`src/rtl/bwsd_pkg.sv`:
```
// ----------------------------------------------------------------------------
// bwsd_pkg
// Types and constants shared by the back-EMF window stall detector.
// ----------------------------------------------------------------------------
package bwsd_pkg;

  localparam int unsigned SAMPLE_W      = 12;
  localparam int unsigned THRESH_W      = 13;
  localparam int unsigned AXIS_W        = 2;
  // Only three axes carry a sample field in the input transaction.
  localparam int unsigned SAMPLE_FIELDS = 3;

  localparam logic [SAMPLE_W-1:0] SAMPLE_MAX   = 12'hFFF;
  localparam logic [THRESH_W-1:0] THRESH_RESET = 13'd100;

  localparam logic ACT_STORE = 1'b0;
  localparam logic ACT_QUERY = 1'b1;

  typedef struct packed {
    logic                action;
    logic [SAMPLE_W-1:0] sample_x;
    logic [SAMPLE_W-1:0] sample_y;
    logic [SAMPLE_W-1:0] sample_z;
    logic [AXIS_W-1:0]   axis;
  } in_t;

  typedef struct packed {
    logic [SAMPLE_W-1:0] peak_to_peak;
    logic                stalled;
  } out_t;

  // Commands from the controller to the datapath.
  typedef struct packed {
    logic store;    // write one row of samples and advance the write slot
    logic load;     // latch the queried axis and reset the extremes
    logic scan_rd;  // read the next window slot
    logic finish;   // register the result and pulse the strobe
  } cmd_t;

  // Status from the datapath to the controller.
  typedef struct packed {
    logic last_rd;  // the read index points at the final window slot
  } sts_t;

endpackage

```
`src/rtl/bwsd_ctrl.sv`:
```
// ----------------------------------------------------------------------------
// bwsd_ctrl
// Controller: accepts transactions and sequences the window scan.
// ----------------------------------------------------------------------------
module bwsd_ctrl
  import bwsd_pkg::*;
#(
  parameter int unsigned AXES = 3
) (
  input  logic clk_i,
  input  logic rst_ni,
  input  logic start,
  output logic busy,
  input  in_t  in_i,
  input  sts_t sts_i,
  output cmd_t cmd_o
);

  typedef enum logic [1:0] {
    ST_IDLE,
    ST_SCAN,
    ST_WAIT,
    ST_FIN
  } state_e;

  state_e state_q;
  logic   busy_q;
  logic   accept;
  logic   axis_ok;

  assign busy    = busy_q;
  assign accept  = start && !busy_q;
  assign axis_ok = (int'(in_i.axis) < int'(SAMPLE_FIELDS)) && (int'(in_i.axis) < int'(AXES));

  always_comb begin
    cmd_o = '0;
    unique case (state_q)
      ST_IDLE: begin
        cmd_o.store = accept && (in_i.action == ACT_STORE);
        cmd_o.load  = accept && (in_i.action == ACT_QUERY) && axis_ok;
      end
      ST_SCAN: cmd_o.scan_rd = 1'b1;
      ST_WAIT: ;
      ST_FIN:  cmd_o.finish = 1'b1;
      default: ;
    endcase
  end

  always_ff @(posedge clk_i or negedge rst_ni) begin
    if (!rst_ni) begin
      state_q <= ST_IDLE;
      busy_q  <= 1'b0;
    end else begin
      unique case (state_q)
        ST_IDLE: begin
          if (cmd_o.load) begin
            state_q <= ST_SCAN;
            busy_q  <= 1'b1;
          end
        end
        ST_SCAN: begin
          if (sts_i.last_rd) begin
            state_q <= ST_WAIT;
          end
        end
        ST_WAIT: state_q <= ST_FIN;
        ST_FIN: begin
          state_q <= ST_IDLE;
          busy_q  <= 1'b0;
        end
        default: begin
          state_q <= ST_IDLE;
          busy_q  <= 1'b0;
        end
      endcase
    end
  end

endmodule

```
`src/rtl/bwsd_dp.sv`:
```
// ----------------------------------------------------------------------------
// bwsd_dp
// Datapath: sample ring memory, row valid bits, write slot, min/max scan.
// ----------------------------------------------------------------------------
module bwsd_dp
  import bwsd_pkg::*;
#(
  parameter int unsigned WINDOW = 10,
  parameter int unsigned AXES   = 3
) (
  input  logic                clk_i,
  input  logic                rst_ni,
  input  in_t                 in_i,
  input  cmd_t                cmd_i,
  input  logic [THRESH_W-1:0] thresh_i,
  output sts_t                sts_o,
  output logic                done_o,
  output out_t                res_o
);

  localparam int unsigned SLOT_W = $clog2(WINDOW);
  localparam int unsigned ROW_W  = AXES * SAMPLE_W;

  // One row holds one sample of every axis; a store writes a whole row.
  logic [ROW_W-1:0]    mem_q [WINDOW];
  logic [WINDOW-1:0]   row_vld_q;
  logic [SLOT_W-1:0]   wr_slot_q;
  logic [SLOT_W-1:0]   rd_idx_q;
  logic [AXIS_W-1:0]   axis_q;
  logic [ROW_W-1:0]    rdata_q;
  logic                rvld_q;
  logic                rd_pend_q;
  logic [SAMPLE_W-1:0] hi_q;
  logic [SAMPLE_W-1:0] lo_q;
  logic                done_q;
  out_t                res_q;

  logic [ROW_W-1:0]    wr_row;
  logic [SAMPLE_W-1:0] lane;
  logic [SAMPLE_W-1:0] smp;
  logic [SAMPLE_W-1:0] ptp;

  always_comb begin
    wr_row = '0;
    for (int a = 0; a < int'(AXES); a++) begin
      if (a == 0) wr_row[a*SAMPLE_W +: SAMPLE_W] = in_i.sample_x;
      if (a == 1) wr_row[a*SAMPLE_W +: SAMPLE_W] = in_i.sample_y;
      if (a == 2) wr_row[a*SAMPLE_W +: SAMPLE_W] = in_i.sample_z;
    end
  end

  always_comb begin
    lane = '0;
    for (int a = 0; a < int'(AXES); a++) begin
      if (int'(axis_q) == a) lane = rdata_q[a*SAMPLE_W +: SAMPLE_W];
    end
  end

  // A row never written since reset reads as zero.
  assign smp     = rvld_q ? lane : '0;
  assign ptp     = hi_q - lo_q;
  assign sts_o.last_rd = (rd_idx_q == SLOT_W'(WINDOW - 1));
  assign done_o  = done_q;
  assign res_o   = res_q;

  always_ff @(posedge clk_i) begin
    if (cmd_i.store) begin
      mem_q[wr_slot_q] <= wr_row;
    end
  end

  always_ff @(posedge clk_i) begin
    rdata_q <= mem_q[rd_idx_q];
  end

  always_ff @(posedge clk_i or negedge rst_ni) begin
    if (!rst_ni) begin
      row_vld_q <= '0;
      wr_slot_q <= '0;
      rd_idx_q  <= '0;
      rd_pend_q <= 1'b0;
      rvld_q    <= 1'b0;
      done_q    <= 1'b0;
    end else begin
      rd_pend_q <= cmd_i.scan_rd;
      rvld_q    <= row_vld_q[rd_idx_q];
      done_q    <= cmd_i.finish;
      if (cmd_i.store) begin
        row_vld_q[wr_slot_q] <= 1'b1;
        if (wr_slot_q == SLOT_W'(WINDOW - 1)) begin
          wr_slot_q <= '0;
        end else begin
          wr_slot_q <= wr_slot_q + 1'b1;
        end
      end
      if (cmd_i.load) begin
        rd_idx_q <= '0;
      end else if (cmd_i.scan_rd && !sts_o.last_rd) begin
        rd_idx_q <= rd_idx_q + 1'b1;
      end
    end
  end

  always_ff @(posedge clk_i) begin
    if (cmd_i.load) begin
      axis_q <= in_i.axis;
      hi_q   <= '0;
      lo_q   <= SAMPLE_MAX;
    end else if (rd_pend_q) begin
      if (smp > hi_q) hi_q <= smp;
      if (smp < lo_q) lo_q <= smp;
    end
    if (cmd_i.finish) begin
      res_q.peak_to_peak <= ptp;
      res_q.stalled      <= ({1'b0, ptp} < thresh_i);
    end
  end

endmodule

```
`src/rtl/bemf_window_stall_detector.sv`:
```
// ----------------------------------------------------------------------------
// bemf_window_stall_detector
// Windowed peak-to-peak back-EMF stall detector for several motor axes.
// ----------------------------------------------------------------------------
//
//  Channel   Signals                          Direction  Transfer rule
//  -------   -------------------------------  ---------  ----------------------
//  command   start, busy, in_i                in         start && !busy
//  result    done_o, res_o                    out        done_o, one cycle
//  config    cfg_valid_i, cfg_ready_o,        in         cfg_valid_i && ready
//            cfg_data_i
//
//  A store transaction leaves busy low, and the next transaction may follow
//  right away. A query transaction holds busy high while the single read port
//  of the sample memory walks the window one row per cycle, and the result
//  strobe comes in the first cycle in which busy is low again.
//  A query naming a nonexistent axis is accepted and produces no result.
//  Reset clears the row valid bits at once, so no clearing pass is needed;
//  an unwritten row reads as zero. The receiver cannot stall the result.
//
// ----------------------------------------------------------------------------
module bemf_window_stall_detector
  import bwsd_pkg::*;
#(
  parameter int unsigned WINDOW = 10,
  parameter int unsigned AXES   = 3
) (
  input  logic                clk_i,
  input  logic                rst_ni,
  // Command channel.
  input  logic                start,
  output logic                busy,
  input  in_t                 in_i,
  // Result channel.
  output logic                done_o,
  output out_t                res_o,
  // Configuration channel for the stall threshold.
  input  logic                cfg_valid_i,
  output logic                cfg_ready_o,
  input  logic [THRESH_W-1:0] cfg_data_i
);

  cmd_t                cmd;
  sts_t                sts;
  logic [THRESH_W-1:0] thresh_q;

  // The threshold register is always ready; software must write it only while
  // the block is idle, and the block itself does not enforce this.
  assign cfg_ready_o = 1'b1;

  always_ff @(posedge clk_i or negedge rst_ni) begin
    if (!rst_ni) begin
      thresh_q <= THRESH_RESET;
    end else if (cfg_valid_i && cfg_ready_o) begin
      thresh_q <= cfg_data_i;
    end
  end

  // The controller decodes each transaction and steps the scan; the datapath
  // owns the ring memory and the running maximum and minimum.
  bwsd_ctrl #(
    .AXES (AXES)
  ) u_ctrl (
    .clk_i  (clk_i),
    .rst_ni (rst_ni),
    .start  (start),
    .busy   (busy),
    .in_i   (in_i),
    .sts_i  (sts),
    .cmd_o  (cmd)
  );

  bwsd_dp #(
    .WINDOW (WINDOW),
    .AXES   (AXES)
  ) u_dp (
    .clk_i    (clk_i),
    .rst_ni   (rst_ni),
    .in_i     (in_i),
    .cmd_i    (cmd),
    .thresh_i (thresh_q),
    .sts_o    (sts),
    .done_o   (done_o),
    .res_o    (res_o)
  );

  // A result strobe always lands in a cycle where a new command may be
  // accepted.
  a_done_idle: assert property (@(posedge clk_i) disable iff (!rst_ni)
    done_o |-> !busy)
    else $error("result strobe while busy");

  // A store never leaves the block busy.
  a_store_free: assert property (@(posedge clk_i) disable iff (!rst_ni)
    (start && !busy && (in_i.action == ACT_STORE)) |=> !busy)
    else $error("store left the block busy");

  // A valid query starts a scan.
  a_query_busy: assert property (@(posedge clk_i) disable iff (!rst_ni)
    cmd.load |=> busy)
    else $error("query did not raise busy");

  // The stall flag agrees with the delivered peak-to-peak value.
  a_stall_flag: assert property (@(posedge clk_i) disable iff (!rst_ni)
    done_o |-> (res_o.stalled == ({1'b0, res_o.peak_to_peak} < thresh_q)))
    else $error("stall flag disagrees with threshold");

endmodule
```
`config.mk`:
```
export PLATFORM = sky130hd
export DESIGN_NAME = bemf_window_stall_detector
export DESIGN_NICKNAME = d
export VERILOG_FILES = /design/src/rtl/bwsd_pkg.sv /design/src/rtl/bwsd_ctrl.sv /design/src/rtl/bwsd_dp.sv /design/src/rtl/bemf_window_stall_detector.sv
export SDC_FILE = /design/constraint.sdc
export NUM_CORES = 1
export LEC_CHECK = 0
export BUFFER_PORTS_ARGS = -buffer_cell sky130_fd_sc_hd__buf_2
export CORE_ASPECT_RATIO = 0.8
export CORE_MARGIN = 2
export CORE_UTILIZATION = 35
export DETAILED_ROUTE_END_ITERATION = 8
export PLACE_DENSITY = 0.59
export SLEW_MARGIN = 0
export SYNTH_ARGS = -nofsm -noshare
export SYNTH_HDL_FRONTEND = slang
export SYNTH_HIERARCHICAL = 1
export SYNTH_SLANG_ARGS = --single-unit
```
`constraint.sdc`:
```
create_clock -name clk_i -period 5 [get_ports clk_i]
set_input_delay 0.75 -clock clk_i [delete_from_list [all_inputs] [get_ports clk_i]]
set_output_delay 0.75 -clock clk_i [all_outputs]
set_load 0.05 [all_outputs]
```
### Yosys cells after proc, flatten, opt, wreduce, memory -nomap -nowiden

Memory sizes are Yosys's and may differ from the RTL's. A register that Yosys moved wholly into a read port is not among the register bits.
Cells that the tools add are included.

* equality and inequality tests: 9
* order comparisons: 7
* add/sub/neg operators: 3
* reduce and logical (&&, ||, !) cells: 16
* muxes and demuxes: 21
* bitwise gates (word level): 2

Operators with widths (number)
* two-way mux 12 bit: 4
* < comparator 12 x 13 -> 1 bit: 1
* greater-than comparator 12 bit: 1
* < comparator 12 bit: 1
* two-way mux 4 bit: 3
* subtractor 12 bit: 1
* < comparator 4 x 5 -> 1 bit, second input constant: 2
* OR 10 bit: 1
* adder 4 x 1 -> 4 bit, second input constant: 2
* == test 2 bit, second input constant: 4
* == test 4 bit, second input constant: 2
* case mux 2 bit (4 select lines): 1
* AND reduction 2 bit: 4
* two-way mux 1 bit: 7
* logical AND 1 bit: 6
* two-way mux 2 bit: 3
* binary-select mux 1 bit (select 4 bit): 1
* demux 1 bit (select 4 bit): 1
* greater-or-equal comparator 4 x 1 -> 1 bit, second input constant: 1
* logical NOT 2 bit: 2
* inequality test 2 bit, second input constant: 2
* nonzero test 2 bit: 2
* == test 2 x 1 -> 1 bit, second input constant: 1
* logical NOT 1 bit: 2
* 3 further kinds: 3

* output and inout bits: 16
* input bits: 56
* bits in registers: 76
* logic and storage cells: 73
* memories kept: 1
* memory bits (writable): 360

Memory list
* u_dp.mem_q: words 10, bits a word 36, rd ports 1, clocked after memory_dff 1, wr ports 1, line bwsd_dp.sv:25 `logic [ROW_W-1:0] mem_q [WINDOW];`

### Logic depth before layout (Yosys ltp)

* depth after elaboration: 7
* mapped depth: 14
* depth with buffers taken out: 14

### Modules after synthesis

The synthesis kept the hierarchy.

By module, submodules not included
* bwsd_dp: cells an instance 1121, seq. area each 12987.5 sq um, area an instance 18674.2 sq um, instances 1
* bemf_window_stall_detector: cells an instance 29, seq. area each 329.1 sq um, area an instance 535.5 sq um, instances 1
* bwsd_ctrl: cells an instance 25, seq. area each 75.1 sq um, area an instance 245.2 sq um, instances 1

### Worst setup path after synthesis

Ideal clock, no wire load.

* path type: input-to-reg
* start point: input port start
* end point: memory u_dp/mem_q[0][0] (netlist bit), enable pin
* setup slack: 412 ps
* data required time: 4525 ps
* stages: 4
* library setup time: 475 ps
* arrival time: 4112 ps
* path buffers: 0
* path through: nand3b_1 > nor2_1 > or3b_2 > nor3_1

RTL lines
* start, declared: line bemf_window_stall_detector.sv:31 `input logic start,`
* end, declared: line bwsd_dp.sv:25

### Worst setup path after layout

* start point: register u_dp.axis_q[0]
* end point: register u_dp.hi_q[5]

* word-level cells in the longest chain between the ends: 7

Ends and longest elaborated chain
* start, declared: line bwsd_dp.sv:29 `logic [AXIS_W-1:0] axis_q;`
* start signal, assigned: line bwsd_dp.sv:106 `axis_q <= in_i.axis;`
* logical NOT 2 bit: line bwsd_dp.sv:55 `if (int'(axis_q) == a) lane = rdata_q[a*SAMPLE_W +: SAMPLE_W];`
* two-way mux 12 bit (2 in a row): line bwsd_dp.sv:55
* two-way mux 12 bit *: line bwsd_dp.sv:55
* two-way mux 12 bit *: line bwsd_dp.sv:60 `assign smp = rvld_q ? lane : '0;`
* via u_dp.smp[11]: line bwsd_dp.sv:40 `logic [SAMPLE_W-1:0] smp;`
* greater-than comparator 12 bit *: line bwsd_dp.sv:110 `if (smp > hi_q) hi_q <= smp;`
* AND reduction 2 bit (no line) *
* end signal, assigned: line bwsd_dp.sv:110
* end, declared: line bwsd_dp.sv:33 `logic [SAMPLE_W-1:0] hi_q;`

The timed path passes the listed nets; every way through them passes the cells marked *.
A chain may end at the register's enable or synchronous reset.

==> impl_metrics.ini <==
[run_status]
status = completed

[critical_path]
r2r_end = u_dp/hi_q[5]$_SDFFE_PP0P_
crit_required_ns = 5.53
worstSetupPathType = reg2reg
critPathMaxFanout = 24
r2r_setup_slack_ns = 1.41
critPathCaptureType = register
r2r_cells = 8
start_kind = register
r2r-start = u_dp/axis_q[0]$_DFFE_PP_
critPathArrivalTime_ns = 4.12

[sta]
setup_tns_ns = 0
setup_viol = 0
fin_crit_sh_pct = 71.9
period_needed_ns = 3.59
clock-skew-final_ns = 0.0342
rsz0062_at_grt = false
setup_ws_ns = 1.41
timing.slew.headroom_pct = 24.2
fmax_ghz = 0.278
timing.final.hold_violations = 0
worst_pin_slew_ns = 1.13
drv_slew = 0

[yosys]
synth-adder-area-share_pct = 3.45
yosysTopAreaCell = edfxtp_1
syn-num-nets = 1284
avgSynthCellArea_um2 = 16.6
synth_flop_cell = edfxtp_1
synth_xor_area_share_pct = 0.630
netlist_area_mm2 = 0.0195
yosys_warnings = 6
synth_edf_count = 375
muxShareOfSynthArea_pct = 12.8
ys_seq_area_share_pct = 68.8
synth.area.top_cells = edfxtp_1, mux4_2, dfxtp_1
synth_cell_types = 64
yosys.area_share.simple_pct = 4.50
synth_compound_area_share_pct = 6.58
synth_top_family_by_area = multiplexers
synth-async-reset-ratio_pct = 7.84
syn_inst = 1175
yosysTopAreaCellShare_pct = 57.9
synth_seq_cells = 472

[placement]
gp_congestion = 0.799
dp_hpwl_um = 24700
io_buffer_count = 70
place_ws_ns = 1.49
place_inst = 1954

[layout]
fillCellCount = 5064
final_common_cell = edfxtp_1
area_growth_pct = 15.1
drive_gt1_share_pct = 23.1
layout_common_cells = edfxtp_1, mux4_2, inv_1
multi_input_area_mm2 = 0.00553
layoutNonFillerInstCount = 2044
regArea_mm2 = 0.0134
nets = 1363

[floorplanning]
ios = 72
rows = 77
start_util_pct = 35.3
chipWidth_um = 268
die_height_um = 215
dieArea_mm2 = 0.0575
core_mm2 = 0.0551

[power]
p_leak_nw = 7.92
power_w = 0.0123
cellPowerDensity_mw_per_mm2 = 548
vdd_drop_max_v = 0.000304

[drt]
avgViaCountPerCell = 5.00
postRouteAntennaNets = 0
routed_wl_um = 42000
dr.first_iter.drc_count = 729
drc = 0
routedWlPerCell_um = 20.6
num_vias = 10214
firstDrtPassIters = 5

[cts]
cts_setup_buffers = 0
clk_latency_ns = 0.61
cts_resized = 0
cts_tree = yes
h-tree-depth = 2
clock-sinks = 472
cts_buffer_depth = 3
cts.hold.buffers_added = 0
cts_root_buf = clkbuf_16
cts_buffers = 48
clk_pin_slew_worst_paths_ns = 0.06

[global_routing]
first_global_vias = 10516
grt_antenna_before_repair = 8
grt_pass1_wl_um = 64100
grt-ovfl-total = 0
grt_max_degree = 56
grt_usage_pct = 14.8

[hold_path]
min_path_type = in2async

[flow_run]
cap_violations = 0
==> routing by layer <==
layer | global-route usage (%) | wire (µm) | up-vias
met2 | 23.4 | 19500 | 206
li1 | - | - | 4707
met4 | 4.54 | 998 | 6
met1 | 20.5 | 19500 | 5221
met3 | 3.08 | 2010 | 74
met5 | 0 | 41 | -
==> registers in the layout (all words and copies together), names as in the netlist <==
name / count
u_dp/done_o: 1
u_dp/rvld_q: 1
u_dp/row_vld_q: 10
u_ctrl/busy: 1
u_dp/axis_q: 2
u_dp/rdata_q: 36
u_dp/rd_idx_q: 4
u_dp/wr_slot_q: 4
u_dp/mem_q: 360
u_ctrl/state_q: 2
thresh_q: 13
u_dp/hi_q: 12
u_dp/res_o: 13
u_dp/rd_pend_q: 1
u_dp/lo_q: 12
==> logic make-up (layout without fill, tap and decap cells) <==
group           after synthesis  after routing
simple gates                168            168
xor+xnor                     14             14
flops                       472            472
buf+inv                     132            250
fa+ha+maj                    53             53
compound gates              185            185
other cells                   1              2
mux                         150            150
==> where the power goes <==
group          leakage, nW  total, W  switching, W  internal, W
Sequential            4.32   0.00521      0.000513      0.00470
Clock                0.825   0.00382       0.00154      0.00228
Combinational         2.77   0.00324       0.00176      0.00148
Total                 7.92    0.0123       0.00381      0.00846
==> cell type report <==
cell class              instances  share of cell area, %
multi-input cells             571                   24.7
repair buffers                 90                   2.46
inverters                      71                   1.19
diodes                          1                 0.0112
well taps                     750                   4.19
flip-flops and latches        472                   59.9
clock buffers                  57                   5.61
clock inverters                32                   1.99
==> how the worst max path moves through the flow <==
stage	cells after the start	to	startpoint	slack [ns]
floorplan	4	u_dp/mem_q[0][0]$_DFFE_PP_	start	0.41
global placement	8	u_dp/hi_q[8]$_SDFFE_PP0P_	u_dp/axis_q[0]$_DFFE_PP_	1.48
detailed placement	8	u_dp/hi_q[10]$_SDFFE_PP0P_	u_dp/axis_q[0]$_DFFE_PP_	1.49
CTS	8	u_dp/hi_q[10]$_SDFFE_PP0P_	u_dp/axis_q[0]$_DFFE_PP_	1.42
global route	8	u_dp/hi_q[10]$_SDFFE_PP0P_	u_dp/axis_q[0]$_DFFE_PP_	1.09
finish	8	u_dp/hi_q[5]$_SDFFE_PP0P_	u_dp/axis_q[0]$_DFFE_PP_	1.41
==> critical path, stage by stage, from the launching register on <==
cell and delay [ns]:
edfxtp_1 0.86, mux2_1 0.38, o211ai_1 0.29, inv_1 0.15, ha_1 0.33, nand4_1 0.17, nand2b_1 0.58, a2111oi_0 0.62
a211o_1 0.15
==> Yosys cell counts (all sizes together) (3+ instances only) <==
master,number
nor2b,41
nand4,3
and3,12
xnor2,8
mux4,74
xor2,6
ha,52
a21oi,52
mux2i,51
a21o,5
or2,11
clkbuf,33
a211o,12
a2111oi,12
buf,28
o21a,4
nor3,9
nand3b,5
a31oi,3
o21ai,29
nor2,54
nand2b,6
mux2,25
nand2,14
nand3,8
edfxtp,375
dfxtp,60
dfrtp,34
dfstp,3
o211ai,12
inv,71
a211oi,41
==> stage by stage <==
step                utilization (%)  area, µm²  hold slack [ns]
global placement               37.5      20700            0.447
finish                         40.6      22400            0.272
detailed placement             37.5      20700            0.449
CTS                            40.6      22400            0.280
floorplan                         -      19500            0.434
global route                   40.6      22400            0.343
(Power assumes the default switching activity.)
